## src/sv/link_timer_retry_fsm_assert.svh

```systemverilog
// Assertion macros shared by the link timer and retry controller.
`ifndef LINK_TIMER_RETRY_FSM_ASSERT_SVH
`define LINK_TIMER_RETRY_FSM_ASSERT_SVH

// Consequent must hold in the same cycle as the antecedent.
`define LTR_ASSERT_SAME(label, clk, rst, ante, cons) \
   label: assert property (@(posedge clk) disable iff (rst) (ante) |-> (cons)) \
      else $error("link timer assertion failed");

// Consequent must hold in the cycle after the antecedent.
`define LTR_ASSERT_NEXT(label, clk, rst, ante, cons) \
   label: assert property (@(posedge clk) disable iff (rst) (ante) |=> (cons)) \
      else $error("link timer assertion failed");

`endif

```

## src/sv/ltr_pkg.sv

```systemverilog
`timescale 1ns / 1ps
// Types and codes shared by the link timer and retry controller.
package ltr_pkg;

   // Timer and sync event codes.
   localparam logic [2:0] REQ_HEARTBEAT = 3'd0;
   localparam logic [2:0] REQ_T1        = 3'd1;
   localparam logic [2:0] REQ_T2        = 3'd2;
   localparam logic [2:0] REQ_T3        = 3'd3;
   localparam logic [2:0] REQ_IDLE      = 3'd4;
   localparam logic [2:0] REQ_SYNC      = 3'd5;

   // Frame codes.
   localparam logic [2:0] FR_NONE  = 3'd0;
   localparam logic [2:0] FR_SABM  = 3'd1;
   localparam logic [2:0] FR_SABME = 3'd2;
   localparam logic [2:0] FR_DISC  = 3'd3;
   localparam logic [2:0] FR_DM    = 3'd4;
   localparam logic [2:0] FR_RR    = 3'd5;
   localparam logic [2:0] FR_ENQ   = 3'd6;
   localparam logic [2:0] FR_TMO   = 3'd7;

   // Link states.
   localparam logic [2:0] LS_DISCONNECTED   = 3'd0;
   localparam logic [2:0] LS_AWAIT_CONNECT  = 3'd1;
   localparam logic [2:0] LS_AWAIT_RELEASE  = 3'd2;
   localparam logic [2:0] LS_CONNECTED      = 3'd3;
   localparam logic [2:0] LS_TIMER_RECOVERY = 3'd4;

   // Register indexes.
   localparam logic CSR_RETRY_LIMIT     = 1'b0;
   localparam logic CSR_FALLBACK_WINDOW = 1'b1;

   // Register reset values.
   localparam logic [4:0] RETRY_LIMIT_RESET     = 5'd10;
   localparam logic [2:0] FALLBACK_WINDOW_RESET = 3'd2;

   // One input word.
   typedef struct packed {
      logic [2:0] req_type;
      logic       has_socket;
      logic       sock_teardown;
      logic       sock_listen_dead;
      logic       rx_below_half;
      logic [2:0] sync_state;
      logic       sync_extended;
      logic       sync_own_busy;
      logic       sync_ack_pending;
      logic [6:0] sync_window;
   } req_word_type;

   // One result word.
   typedef struct packed {
      logic [2:0] frame_code;
      logic       link_failed;
      logic       destroy_link;
      logic       restart_t1;
      logic       restart_heartbeat;
      logic       idle_shutdown;
      logic [2:0] new_link_state;
      logic [6:0] current_window;
   } rsp_word_type;

   // Link control state.
   typedef struct packed {
      logic [2:0] link_state;
      logic [4:0] retry_count;
      logic       extended_mode;
      logic [6:0] window_size;
      logic       own_rx_busy;
      logic       ack_pending;
   } link_type;

   // Configuration register values.
   typedef struct packed {
      logic [4:0] retry_limit;
      logic [2:0] fallback_window;
   } cfg_type;

endpackage

```

## src/sv/ltr_decide.sv

```systemverilog
`timescale 1ns / 1ps
// Event decision logic: next link state and result word for one event.
module ltr_decide (
   input  ltr_pkg::req_word_type req,
   input  ltr_pkg::link_type     cur,
   input  ltr_pkg::cfg_type      cfg,
   output ltr_pkg::link_type     nxt,
   output ltr_pkg::rsp_word_type rsp
);

   logic       sock_ok;
   logic       destroy;
   logic       listen_dead;
   logic       at_limit;
   logic [4:0] retry_inc;
   logic [6:0] fb_window;
   logic [6:0] sync_window;
   logic [2:0] frame;
   logic       failed;
   logic       kill;
   logic       t1;
   logic       hb;
   logic       idle;

   // Socket flags only count when a socket is attached.
   assign sock_ok     = req.has_socket;
   assign destroy     = req.has_socket & req.sock_teardown;
   assign listen_dead = req.has_socket & req.sock_listen_dead;
   assign at_limit    = (cur.retry_count == cfg.retry_limit);
   assign retry_inc   = cur.retry_count + 5'd1;

   // A zero window is loaded as one.
   assign fb_window   = (cfg.fallback_window == 3'd0) ? 7'd1 : {4'd0, cfg.fallback_window};
   assign sync_window = (req.sync_window == 7'd0) ? 7'd1 : req.sync_window;

   // Event handling.
   always_comb begin
      nxt    = cur;
      frame  = ltr_pkg::FR_NONE;
      failed = 1'b0;
      kill   = 1'b0;
      t1     = 1'b0;
      hb     = 1'b0;
      idle   = 1'b0;
      case (req.req_type)
         ltr_pkg::REQ_HEARTBEAT: begin
            if (cur.link_state inside {ltr_pkg::LS_DISCONNECTED,
                                       ltr_pkg::LS_AWAIT_RELEASE}) begin
               if (!sock_ok || destroy || listen_dead) begin
                  kill = 1'b1;
               end else begin
                  hb = 1'b1;
               end
            end else begin
               // Clear own busy once the receive buffer has drained.
               if ((cur.link_state inside {ltr_pkg::LS_CONNECTED,
                                           ltr_pkg::LS_TIMER_RECOVERY})
                   && sock_ok && req.rx_below_half && cur.own_rx_busy) begin
                  nxt.own_rx_busy = 1'b0;
                  nxt.ack_pending = 1'b0;
                  frame = ltr_pkg::FR_RR;
               end
               hb = 1'b1;
            end
         end
         ltr_pkg::REQ_T1: begin
            case (cur.link_state)
               ltr_pkg::LS_AWAIT_CONNECT: begin
                  if (at_limit) begin
                     if (!cur.extended_mode) begin
                        failed = 1'b1;
                        nxt.link_state = ltr_pkg::LS_DISCONNECTED;
                     end else begin
                        // Fall back to basic modulus once.
                        nxt.extended_mode = 1'b0;
                        nxt.window_size   = fb_window;
                        nxt.retry_count   = 5'd0;
                        frame = ltr_pkg::FR_SABM;
                        t1 = 1'b1;
                     end
                  end else begin
                     nxt.retry_count = retry_inc;
                     frame = cur.extended_mode ? ltr_pkg::FR_SABME : ltr_pkg::FR_SABM;
                     t1 = 1'b1;
                  end
               end
               ltr_pkg::LS_AWAIT_RELEASE: begin
                  frame = ltr_pkg::FR_DISC;
                  if (at_limit) begin
                     if (!destroy) begin
                        failed = 1'b1;
                        nxt.link_state = ltr_pkg::LS_DISCONNECTED;
                     end
                  end else begin
                     nxt.retry_count = retry_inc;
                     t1 = 1'b1;
                  end
               end
               ltr_pkg::LS_CONNECTED: begin
                  nxt.retry_count = 5'd1;
                  nxt.ack_pending = 1'b0;
                  nxt.link_state  = ltr_pkg::LS_TIMER_RECOVERY;
                  frame = ltr_pkg::FR_ENQ;
                  t1 = 1'b1;
               end
               ltr_pkg::LS_TIMER_RECOVERY: begin
                  if (at_limit) begin
                     frame = ltr_pkg::FR_DM;
                     failed = 1'b1;
                     nxt.link_state = ltr_pkg::LS_DISCONNECTED;
                  end else begin
                     nxt.retry_count = retry_inc;
                     nxt.ack_pending = 1'b0;
                     frame = ltr_pkg::FR_ENQ;
                     t1 = 1'b1;
                  end
               end
               default: begin
                  t1 = 1'b1;
               end
            endcase
         end
         ltr_pkg::REQ_T2: begin
            if (cur.ack_pending) begin
               nxt.ack_pending = 1'b0;
               frame = ltr_pkg::FR_TMO;
            end
         end
         ltr_pkg::REQ_T3: begin
            nxt.retry_count = 5'd0;
            nxt.ack_pending = 1'b0;
            nxt.link_state  = ltr_pkg::LS_TIMER_RECOVERY;
            frame = ltr_pkg::FR_ENQ;
            t1 = 1'b1;
         end
         ltr_pkg::REQ_IDLE: begin
            nxt.retry_count = 5'd0;
            nxt.link_state  = ltr_pkg::LS_AWAIT_RELEASE;
            frame = ltr_pkg::FR_DISC;
            t1 = 1'b1;
            idle = 1'b1;
         end
         ltr_pkg::REQ_SYNC: begin
            // States above the last defined one load as disconnected.
            nxt.link_state    = (req.sync_state > ltr_pkg::LS_TIMER_RECOVERY) ?
                                ltr_pkg::LS_DISCONNECTED : req.sync_state;
            nxt.extended_mode = req.sync_extended;
            nxt.own_rx_busy   = req.sync_own_busy;
            nxt.ack_pending   = req.sync_ack_pending;
            nxt.window_size   = sync_window;
         end
         default: begin
            nxt = cur;
         end
      endcase
   end

   // Result word.
   always_comb begin
      rsp.frame_code        = frame;
      rsp.link_failed       = failed;
      rsp.destroy_link      = kill;
      rsp.restart_t1        = t1;
      rsp.restart_heartbeat = hb;
      rsp.idle_shutdown     = idle;
      rsp.new_link_state    = nxt.link_state;
      rsp.current_window    = nxt.window_size;
   end

endmodule

```

## src/sv/link_timer_retry_fsm.sv

```systemverilog
`timescale 1ns / 1ps
// Top level of the link timer and retry controller.
//
//   channel   direction   handshake             accepted when
//   req_*     in          req_valid/req_stall   req_valid && !req_stall
//   rsp_*     out         rsp_valid/rsp_stall   rsp_valid && !rsp_stall
//   csr_*     in          csr_wr_en             csr_wr_en
//
// A word accepted at an edge is decided from the input register, and its result moves
// to the result register when the result side is free or being emptied: one word in
// every cycle while rsp_stall stays low, the link state register updating as it advances.
// Reset is synchronous and active high; it clears the link state and loads the
// register reset values. A stalled result holds the input register, and a new
// word is still taken whenever the input register empties in the same cycle.
module link_timer_retry_fsm (
   input  logic       clock,
   input  logic       reset,
   input  logic       req_valid,
   output logic       req_stall,
   input  logic [2:0] req_type,
   input  logic       req_has_socket,
   input  logic       req_sock_teardown,
   input  logic       req_sock_listen_dead,
   input  logic       req_rx_below_half,
   input  logic [2:0] req_sync_state,
   input  logic       req_sync_extended,
   input  logic       req_sync_own_busy,
   input  logic       req_sync_ack_pending,
   input  logic [6:0] req_sync_window,
   output logic       rsp_valid,
   input  logic       rsp_stall,
   output logic [2:0] rsp_frame_code,
   output logic       rsp_link_failed,
   output logic       rsp_destroy_link,
   output logic       rsp_restart_t1,
   output logic       rsp_restart_heartbeat,
   output logic       rsp_idle_shutdown,
   output logic [2:0] rsp_new_link_state,
   output logic [6:0] rsp_current_window,
   input  logic       csr_wr_en,
   input  logic       csr_index,
   input  logic [4:0] csr_wdata
);

   `include "link_timer_retry_fsm_assert.svh"

   logic                  in_valid_ff, in_valid_in;
   ltr_pkg::req_word_type in_word_ff;
   ltr_pkg::req_word_type req_word;
   logic                  out_valid_ff, out_valid_in;
   ltr_pkg::rsp_word_type out_word_ff;
   ltr_pkg::link_type     link_ff, link_in;
   ltr_pkg::cfg_type      cfg_ff, cfg_in;
   ltr_pkg::rsp_word_type rsp_word;
   logic                  accept;
   logic                  advance;

   // Gather the input ports into one word.
   always_comb begin
      req_word.req_type         = req_type;
      req_word.has_socket       = req_has_socket;
      req_word.sock_teardown    = req_sock_teardown;
      req_word.sock_listen_dead = req_sock_listen_dead;
      req_word.rx_below_half    = req_rx_below_half;
      req_word.sync_state       = req_sync_state;
      req_word.sync_extended    = req_sync_extended;
      req_word.sync_own_busy    = req_sync_own_busy;
      req_word.sync_ack_pending = req_sync_ack_pending;
      req_word.sync_window      = req_sync_window;
   end

   // Handshake: the input register moves on whenever the result register is
   // free or is being emptied.
   assign advance     = in_valid_ff && (!out_valid_ff || !rsp_stall);
   assign req_stall   = in_valid_ff && !advance;
   assign accept      = req_valid && !req_stall;
   assign in_valid_in = accept || (in_valid_ff && !advance);
   assign out_valid_in = advance || (out_valid_ff && rsp_stall);

   // Decision logic for the word in the input register.
   ltr_decide u_decide (
      .req (in_word_ff),
      .cur (link_ff),
      .cfg (cfg_ff),
      .nxt (link_in),
      .rsp (rsp_word)
   );

   // Configuration register writes.
   always_comb begin
      cfg_in = cfg_ff;
      if (csr_wr_en) begin
         case (csr_index)
            ltr_pkg::CSR_RETRY_LIMIT:     cfg_in.retry_limit     = csr_wdata;
            ltr_pkg::CSR_FALLBACK_WINDOW: cfg_in.fallback_window = csr_wdata[2:0];
            default:                      cfg_in = cfg_ff;
         endcase
      end
   end

   // Control and state registers.
   always_ff @(posedge clock) begin
      if (reset) begin
         in_valid_ff               <= 1'b0;
         out_valid_ff              <= 1'b0;
         cfg_ff.retry_limit        <= ltr_pkg::RETRY_LIMIT_RESET;
         cfg_ff.fallback_window    <= ltr_pkg::FALLBACK_WINDOW_RESET;
         link_ff.link_state        <= ltr_pkg::LS_DISCONNECTED;
         link_ff.retry_count       <= 5'd0;
         link_ff.extended_mode     <= 1'b0;
         link_ff.window_size       <= {4'd0, ltr_pkg::FALLBACK_WINDOW_RESET};
         link_ff.own_rx_busy       <= 1'b0;
         link_ff.ack_pending       <= 1'b0;
      end else begin
         in_valid_ff  <= in_valid_in;
         out_valid_ff <= out_valid_in;
         cfg_ff       <= cfg_in;
         if (advance) begin
            link_ff <= link_in;
         end
      end
   end

   // Payload registers.
   always_ff @(posedge clock) begin
      if (accept) begin
         in_word_ff <= req_word;
      end
      if (advance) begin
         out_word_ff <= rsp_word;
      end
   end

   // Result ports.
   assign rsp_valid             = out_valid_ff;
   assign rsp_frame_code        = out_word_ff.frame_code;
   assign rsp_link_failed       = out_word_ff.link_failed;
   assign rsp_destroy_link      = out_word_ff.destroy_link;
   assign rsp_restart_t1        = out_word_ff.restart_t1;
   assign rsp_restart_heartbeat = out_word_ff.restart_heartbeat;
   assign rsp_idle_shutdown     = out_word_ff.idle_shutdown;
   assign rsp_new_link_state    = out_word_ff.new_link_state;
   assign rsp_current_window    = out_word_ff.current_window;

   // Checks on the pipeline and the decision logic.
   `LTR_ASSERT_SAME(a_stall_needs_word, clock, reset, req_stall, in_valid_ff && out_valid_ff)
   `LTR_ASSERT_NEXT(a_held_word_stays, clock, reset,
      in_valid_ff && out_valid_ff && rsp_stall, in_valid_ff && $stable(in_word_ff))
   `LTR_ASSERT_SAME(a_fail_disconnects, clock, reset, rsp_valid && rsp_link_failed,
      rsp_new_link_state == ltr_pkg::LS_DISCONNECTED)
   `LTR_ASSERT_SAME(a_window_nonzero, clock, reset, rsp_valid, rsp_current_window != 7'd0)
   `LTR_ASSERT_SAME(a_destroy_no_heartbeat, clock, reset, rsp_valid && rsp_destroy_link,
      !rsp_restart_heartbeat)

endmodule

```

## config.mk

```make
export PLATFORM = sky130hd
export DESIGN_NAME = link_timer_retry_fsm
export DESIGN_NICKNAME = d
export VERILOG_FILES = /design/src/sv/ltr_pkg.sv /design/src/sv/ltr_decide.sv /design/src/sv/link_timer_retry_fsm.sv
export VERILOG_INCLUDE_DIRS = /design/src /design/src/sv
export SDC_FILE = /design/constraint.sdc
export NUM_CORES = 1
export LEC_CHECK = 0
export ABC_CLOCK_PERIOD_IN_PS = 2800
export BUFFER_PORTS_ARGS = -buffer_cell sky130_fd_sc_hd__buf_2
export CAP_MARGIN = 0
export CORE_MARGIN = 5
export CORE_UTILIZATION = 57
export CTS_CLUSTER_DIAMETER = 200
export DETAILED_ROUTE_END_ITERATION = 10
export PLACE_DENSITY = 0.8
export SETUP_SLACK_MARGIN = 0.02
export SLEW_MARGIN = 20
export SYNTH_ARGS = -nofsm -noshare
export SYNTH_HDL_FRONTEND = slang
export SYNTH_HIERARCHICAL = 1
export SYNTH_SLANG_ARGS = --single-unit
```

## constraint.sdc

```tcl
create_clock -name clock -period 2.8 [get_ports clock]
set_input_delay 0.28 -clock clock [delete_from_list [all_inputs] [get_ports clock]]
set_output_delay 0.28 -clock clock [all_outputs]
set_load 0.03 [all_outputs]
```

Word-level counts from Yosys, hierarchy flattened

Index checks and enable logic that the tools add are counted.

Flip-flop bits (word level): 66
Bits of input ports: 31
Output and inout port bits: 20
Word-level logic and storage cells: 135

Add/sub/neg operators: 1
$lt $le $gt $ge: 1
Equality and inequality tests: 18
Muxes and demuxes: 47
Bitwise operators: 3
Reductions and logical operators: 37

Operators with widths:

| kind                                           | count |
|---|---|
| two-way mux 3 bit                              | 11 |
| one-hot mux 8 bit (4 select lines)             | 1 |
| one-hot mux 3 bit (4 select lines)             | 2 |
| two-way mux 8 bit                              | 2 |
| one-hot mux 8 bit (2 select lines)             | 1 |
| one-hot mux 3 bit (5 select lines)             | 1 |
| two-way mux 1 bit                              | 14 |
| two-way mux 13 bit                             | 1 |
| == test 3 x 2 -> 1 bit (second input constant) | 4 |
| AND reduction 4 bit                            | 3 |
| two-way mux 5 bit                              | 2 |
| one-hot mux 5 bit (2 select lines)             | 1 |
| nonzero test 2 bit                             | 5 |
| == test 3 bit (second input constant)          | 3 |
| zero test 3 bit                                | 3 |
| two-way mux 2 bit                              | 4 |
| one-hot mux 1 bit (2 select lines)             | 4 |
| logical AND 1 bit                              | 7 |
| zero test 7 bit                                | 1 |
| two-way mux 7 bit                              | 1 |
| == test 3 x 1 -> 1 bit (second input constant) | 2 |
| AND reduction 2 bit                            | 3 |
| AND reduction 6 bit                            | 1 |
| OR reduction 2 bit                             | 3 |
| 16 further kinds                               | 27 |

Logic depth before layout (Yosys ltp)

Gate-level depths: netlist of the first run.

Word-level depth: 8
Gate-level depth with buffers: 11
Gate-level depth less buffers: 9

Modules after synthesis

The synthesis of the first run kept the hierarchy.

By module, submodules not included:

| module               | instances | cells each | area an instance (um2) | seq. area each (um2) |
|---|---|---|---|---|
| link_timer_retry_fsm | 1         | 155        | 2200.9                 | 1701.6 |
| ltr_decide           | 1         | 186        | 1183.6                 | 0.0 |

Worst setup path after synthesis of the first run

No wires, ideal clock.

Path type: register to register
Start point: register link_ff[10] in the netlist's numbering
End point: register out_word_ff, in the netlist rsp_frame_code[1], data pin
Library setup time: 0.271 ns
Arrival time: 1.875 ns
Required time: 2.529 ns
Path slack: 0.654 ns
Cell stages (with the launch flop): 12
Buffers on the path: 2
Clock period less this slack: 2.146 ns
Cells stage by stage: dfxtp_1 buf_6 xor2_2 nor4_4 and2_1 buf_4 inv_2 ha_1 a21oi_1 nor2_1 a21oi_1 o221ai_1

RTL lines:

| element                | line                        | source |
|---|---|---|
| from (decl)            | link_timer_retry_fsm.sv:52  | `ltr_pkg::link_type link_ff, link_in;` |
| from (signal assigned) | link_timer_retry_fsm.sv:119 | `link_ff <= link_in;` |
| to (signal assigned)   | link_timer_retry_fsm.sv:130 | `out_word_ff <= rsp_word;` |
| to (decl)              | link_timer_retry_fsm.sv:51  | `ltr_pkg::rsp_word_type out_word_ff;` |

==> flow_summary.json, run 1 <==
{
  "end_kind": "flop",
  "htree_levels": 3,
  "vias": 2633,
  "rsz0062_at_grt": "no",
  "syn_nets": 374,
  "combPwrFrac_pct": 9.6,
  "r2r_end": "rsp_frame_code[1]",
  "synth_edf_count": 38,
  "grtUsageMet1_pct": 24.44,
  "synth-async-reset-ratio_pct": 0,
  "hpwl_um": 4842,
  "yosysTopAreaCellShare_pct": 33.72,
  "use_met2_pct": 31.75,
  "hold_violations": 0,
  "numClockSinks": 66,
  "path_class": "reg -> reg",
  "p_switching_w": 0.0005062,
  "clock_path_buffers": 2,
  "nNetsFinal": 407,
  "synth_common_cells": "nand2_1, edfxtp_1, dfxtp_1",
  "drive_gt1_share_pct": 24.27,
  "gp_congestion": 0.9135,
  "holdBufCountCts": 0,
  "crit_required_ns": 2.88,
  "rows": 28,
  "cp_data_arrival_time_ns": 2.65,
  "grt_pass1_vias": 2457,
  "setup-violations-final": 0,
  "ant_nets": 0,
  "grt_usage_pct": 19.68,
  "ys_seq_area_share_pct": 50.28,
  "irDropWorstVdd_mv": 0.4357,
  "status": "complete, no violations",
  "syn_inst": 341,
  "ys_warn_count": 6,
  "io_pins": 51,
  "coreArea_um2": 5851,
  "numCtsBuffers": 9,
  "p_total_w": 0.002104,
  "finClkSkew_ns": 0.008979,
  "worst_r2r_startpoint": "link_ff[10]",
  "gr-total-overflow": 0,
  "ys_seq_elements": 66,
  "drc_errors": 0,
  "synth.most_common_cell": "nand2_1",
  "io_buffers": 50,
  "drt-total-wl_um": 7027,
  "synth_area_leaders": "edfxtp_1, dfxtp_1, nand2_1, buf_4, a21oi_1",
  "fillerInstances": 479,
  "grtUsageMet3_pct": 5.771,
  "maxCapViolations": 0,
  "power.density_nw_per_um2": 562.9,
  "r2r_cells": 9,
  "area_growth_pct": 10.43,
  "internal_power_w": 0.001598,
  "maxSlewHeadroom_pct": 47.90,
  "setup_tns_ns": 0,
  "syn_area_um2": 3384,
  "maxSlewViolCount": 0,
  "grt_pass1_wl_um": 11470,
  "clock_power_share_pct": 38.1,
  "grt_max_degree": 37,
  "hold_depth": 1,
  "antenna_found_initial": 0,
  "drt-initial-drc-count": 285,
  "synth_largest_area_cell": "edfxtp_1",
  "die_x_um": 87.06,
  "tritoncts": "built",
  "period_share_pct": 91.97,
  "fp.dieH_um": 87.06,
  "holdCritPathClass": "in -> reg",
  "cts_resized": 0,
  "synth-main-ff-cell": "edfxtp_1",
  "start_kind": "flop",
  "drtPass1Iterations": 5,
  "sw_frac_of_total_pct": 24.06,
  "avgSynthCellArea_um2": 9.925,
  "min-delay-start": "req_sync_state[0]",
  "num_antenna_cells": 0,
  "start_util_pct": 57.85,
  "grt_busiest_layer": "met2",
  "via_per_inst": 5.800,
  "cts_root_buf": "clkbuf_8",
  "fmax_mhz": 388.3,
  "holdPathEnd": "in_word_ff[10]",
  "path_max_fanout": 11,
  "power_frac_seq_pct": 52.3,
  "power_leakage_nw": 1.372,
  "tightest_slew_ns": 0.7815,
  "dieArea_um2": 7579,
  "path_clk_slew_ns": 0.07,
  "synth.distinct_cells": 59,
  "cts_setup_buffers": 0,
  "clk_latency_ns": 0.34,
  "avgRoutedWirePerCell_um": 15.48,
  "period_minus_slack_ns": 2.575,
  "r2r_setup_slack_ns": 0.22
}
-- critical path: stages (launching register included) --
cell,delay (ns)
dfxtp_1,0.54
xor2_2,0.14
nor4_4,0.42
and2_1,0.37
inv_2,0.14
ha_1,0.22
a21oi_1,0.15
nor2_1,0.05
a21oi_1,0.16
o221ai_1,0.12
-- state kept, by name, summed over array words and instances, names as in the netlist --
register               cells
rsp_frame_code             3
rsp_current_window         7
link_ff                   18
in_valid_ff                1
rsp_destroy_link           1
rsp_new_link_state         3
rsp_valid                  1
in_word_ff                20
rsp_restart_heartbeat      1
rsp_restart_t1             1
rsp_idle_shutdown          1
rsp_link_failed            1
cfg_ff                     8
-- cell type report --
class	instances	area, um^2	area share, %
Timing Repair Buffer	56	295.3	7.901
Clock inverter	3	38.79	1.038
Inverter	12	52.55	1.406
Clock buffer	13	158.9	4.252
Sequential cell	66	1702	45.53
Multi-Input combinational cell	229	1396	37.36
Tap cell	75	93.84	2.511
-- power groups by stage --
stage | logic, W | registers, W | clock network (W)
after floorplan | 0.000138 | 0.00113 | 0
after global placement | 0.000196 | 0.00112 | 0
after detailed placement | 0.000201 | 0.00112 | 0
after CTS | 0.000201 | 0.00110 | 0.000818
after global routing | 0.000220 | 0.00110 | 0.000868
final | 0.000202 | 0.00110 | 0.000802
-- worst max path at each step --
stage | end | slack, ns | from | depth (start not counted)
final | rsp_frame_code[1] | 0.22 | link_ff[10] | 9
after global routing | rsp_frame_code[1] | 0.08 | link_ff[10] | 9
after CTS | rsp_frame_code[1] | 0.30 | link_ff[10] | 9
after detailed placement | rsp_frame_code[1] | 0.31 | link_ff[10] | 9
after global placement | rsp_frame_code[1] | 0.39 | link_ff[10] | 9
after floorplan | rsp_frame_code[1] | 0.65 | link_ff[10] | 11
-- metrics by stage --
step | util, % | area [um^2] | setup WS [ns] | cells | hold slack, ns
5_1_grt | 63.88 | 3737 | 0.08178 | 454 | 0.08707
3_3_place_gp | 60.50 | 3540 | 0.3869 | 438 | 0.4431
2_1_floorplan | - | 3385 | 0.6537 | 341 | 0.3789
6_report | 63.88 | 3737 | 0.2250 | 454 | 0.1065
4_1_cts | 63.88 | 3737 | 0.3009 | 454 | 0.09242
3_5_place_dp | 60.50 | 3540 | 0.3051 | 438 | 0.4581
-- layer usage --
metal	wire length, um	share of wire [%]
met1	2870	41
met2	3435	49
met3	597	8.5
met4	124	1.8
met5	0	0
-- layout by cell type (no fill, tap or decap), types with 3 or more instances in the layout --
master / instances
o21ai_0: 4
buf_2: 50
and3_1: 3
nor3_1: 6
nand2_1: 51
a21oi_1: 23
nor4_1: 4
a31oi_1: 5
a211oi_1: 5
xor2_1: 4
mux2i_1: 5
nor2_1: 24
nand3_1: 7
nand2b_1: 3
inv_2: 4
inv_1: 7
edfxtp_1: 38
buf_4: 6
dfxtp_1: 28
clkbuf_8: 11
a211o_1: 3
nor3b_1: 4
a22oi_1: 3
o21ai_1: 8
and2_1: 4
a21oi_2: 9
nor2b_1: 10
a22o_1: 5
nand2_2: 3
-- cells by family after synthesis --
family          after synthesis  share of synthesized area [%]
simple gates                126                          18.04
compound gates               89                          18.89
buf+inv                      46                          8.540
fa+ha+maj                     2                         0.7393
mux                           5                          1.479
flops                        66                          50.28
xor+xnor                      7                          2.033
(Power assumes the default switching activity.)
==> run 2, diff against run 1 <==
--- a/config.mk
+++ b/config.mk
@@ -10,13 +10,12 @@
 export BUFFER_PORTS_ARGS = -buffer_cell sky130_fd_sc_hd__buf_2
 export CAP_MARGIN = 0
 export CORE_MARGIN = 5
-export CORE_UTILIZATION = 57
+export CORE_UTILIZATION = 56
 export CTS_CLUSTER_DIAMETER = 200
 export DETAILED_ROUTE_END_ITERATION = 10
-export PLACE_DENSITY = 0.8
+export PLACE_DENSITY = 0.86
 export SETUP_SLACK_MARGIN = 0.02
 export SLEW_MARGIN = 20
 export SYNTH_ARGS = -nofsm -noshare
 export SYNTH_HDL_FRONTEND = slang
-export SYNTH_HIERARCHICAL = 1
 export SYNTH_SLANG_ARGS = --single-unit
==> run 2 against run 1 <==
- clock power fell by 18%
- largest power group unchanged
- first-iteration DRC count rose by 58%
- hold slack got worse by 0.0021 ns
- critical path type unchanged
- register-to-register slack improved by 0.16 ns
- sequential share of layout area rose by 0.76 points
- fmax rose by 6.6%
- sequential power barely moved
==> flow_summary.json, run 2 <==
{
  "ys_seq_elements": 66,
  "fmax_mhz": 414.1,
  "drive_gt1_share_pct": 21.80,
  "htree_levels": 3,
  "synth_area_leaders": "edfxtp_1, dfxtp_1, a21oi_1, o21ai_0, nand2_1",
  "setup-violations-final": 0,
  "synth-async-reset-ratio_pct": 0,
  "tritoncts": "built",
  "cts_setup_buffers": 0,
  "cp_data_arrival_time_ns": 2.69,
  "clk_latency_ns": 0.34,
  "drt-total-wl_um": 7297,
  "start_kind": "flop",
  "cts_root_buf": "clkbuf_8",
  "io_buffers": 50,
  "gp_congestion": 0.8433,
  "dieArea_um2": 7344,
  "power.density_nw_per_um2": 546.4,
  "synth.most_common_cell": "edfxtp_1",
  "hold_violations": 0,
  "maxSlewViolCount": 0,
  "slowest_stage": "dfxtp_1",
  "critPathMaxStageDelay_ns": 0.36,
  "maxSlewHeadroom_pct": 43.15,
  "syn_nets": 348,
  "period_minus_slack_ns": 2.415,
  "gr-total-overflow": 0,
  "layout_common_cells": "buf_2, edfxtp_1, a21oi_1, dfxtp_1, nand2_1",
  "path_class": "reg -> reg",
  "syn_area_um2": 3209,
  "rsz0062_at_grt": "no",
  "die_x_um": 85.70,
  "synth_common_cells": "edfxtp_1, a21oi_1, dfxtp_1",
  "path_cells": "xnor2_1 -> and3_2 -> nand2_1 -> ha_1 -> nand2b_1 -> a21oi_1 -> o21bai_1 -> or3_1 -> a21oi_1",
  "avgSynthCellArea_um2": 10.22,
  "finClkSkew_ns": 0.005294,
  "start_util_pct": 57.93,
  "yosysTopAreaCellShare_pct": 35.56,
  "end_kind": "flop",
  "io_pins": 51,
  "avgRoutedWirePerCell_um": 16.62,
  "via_per_inst": 6.043,
  "status": "complete, no violations",
  "power_leakage_nw": 1.387,
  "drc_errors": 0,
  "grt_usage_pct": 21.10,
  "fillerInstances": 442,
  "synth.distinct_cells": 59,
  "holdCritPathClass": "in -> reg",
  "grt_pass1_wl_um": 12280,
  "final_area_um2": 3676,
  "fp.dieH_um": 85.70,
  "ys_seq_area_share_pct": 53.02,
  "antenna_found_initial": 0,
  "syn_inst": 314,
  "synth_largest_area_cell": "edfxtp_1",
  "irDropWorstVdd_mv": 0.4099,
  "path_clk_slew_ns": 0.07,
  "clock_path_buffers": 2,
  "crit_required_ns": 3.07,
  "path_max_fanout": 11,
  "numClockSinks": 66,
  "synth-main-ff-cell": "edfxtp_1",
  "numCtsBuffers": 9,
  "grt_pass1_vias": 2583,
  "hpwl_um": 5049,
  "reg.largest.list": "in_word_ff x20, link_ff x18, cfg_ff x8",
  "period_share_pct": 86.24,
  "nNetsFinal": 396,
  "tightest_slew_ns": 0.8487,
  "ant_nets": 0,
  "grt_max_degree": 25,
  "cp_common_cell": "a21oi_1",
  "drtPass1Iterations": 5,
  "largest_reg_flops": 20,
  "area_growth_pct": 14.54,
  "top_register": "in_word_ff",
  "setup_tns_ns": 0,
  "rows": 27,
  "ys_warn_count": 0,
  "dpl_cell_area_um2": 3515,
  "vias": 2653,
  "layout_commonest_cell": "buf_2",
  "synth_edf_count": 38,
  "drt-initial-drc-count": 450,
  "maxCapViolations": 0,
  "coreArea_um2": 5540,
  "num_antenna_cells": 0
}
[run 2: final timing paths]
path                                       end              start  depth (start not counted)  slack [ns]
worst max register to register     link_ff[10]        link_ff[10]                          9        0.39
worst min-delay path            in_word_ff[12]  req_sync_state[2]                          1        0.10
worst max-delay path               link_ff[10]        link_ff[10]                          9        0.39
worst min register to register       cfg_ff[0]          cfg_ff[0]                          2        0.48
[run 2: cell type report]
type | count | area [um^2] | share of cell area [%]
sequential | 66 | 1702 | 46.29
inverter | 9 | 33.78 | 0.9190
multi-input combinational | 220 | 1395 | 37.95
timing repair buffer | 56 | 295.3 | 8.033
clock buffer | 9 | 123.9 | 3.370
clock inverter | 7 | 36.28 | 0.9871
tap | 72 | 90.09 | 2.451
[run 2: worst max-delay path: cells and delay by family (launching register included)]
kind                     cells  cell delay [ns]
AO/OA/AOI/OAI                3             0.39
XOR/XNOR                     1             0.25
adder cells (fa/ha/maj)      1             0.33
flip-flops                   1             0.36
AND/OR/NAND/NOR              4             1.01
[run 2: where the power goes]
part / leakage (nW) / switching [W] / internal [W]
Combinational: 0.717 / 0.000151 / 0.0000879
Sequential: 0.592 / 0.0000367 / 0.00108
Clock: 0.0775 / 0.000350 / 0.000308
Total: 1.39 / 0.000538 / 0.00147
[run 2: stage by stage]
| step | instances | hold slack [ns] | worst slack (ns) | util [%] | power, W |
|---|---|---|---|---|---|
| floorplan | 314 | 0.3789 | 0.5192 | - | 0.001289 |
| global placement | 423 | 0.4476 | 0.4376 | 63.44 | 0.001359 |
| detailed placement | 423 | 0.4581 | 0.3139 | 63.44 | 0.001366 |
| CTS | 439 | 0.09950 | 0.2330 | 66.33 | 0.002018 |
| global route | 439 | 0.08614 | 0.1302 | 66.35 | 0.002110 |
| finish | 439 | 0.1044 | 0.3852 | 66.35 | 0.002009 |
[run 2: what timing repair did]
item / in CTS / in global routing
hold buffers: 0 / 0
endpoints found under the setup margin: 0 / 1
resized for setup: 0 / 1
[run 2: cell families (layout without fill, tap and decap cells)]
logic type / after synthesis / count (layout) / share of synthesized area, %
and+or+nand+nor: 102 / 102 / 16.65
AOI/OAI and AO/OA: 98 / 98 / 20.62
DFF: 66 / 66 / 53.02
buffers and inverters: 28 / 81 / 3.547
xor gates and xnor gates: 9 / 9 / 2.456
muxes: 8 / 8 / 2.534
adders and majority gates: 3 / 3 / 1.170
[run 2: layer usage]
| layer | global-route usage, % | vias up | wire length (um) |
|---|---|---|---|
| met5 | 0 | - | 0 |
| met4 | 7.914 | 0 | 87 |
| met3 | 5.476 | 10 | 568 |
| met2 | 34.39 | 125 | 3525 |
| met1 | 27.02 | 1236 | 3115 |
| li1 | - | 1282 | - |
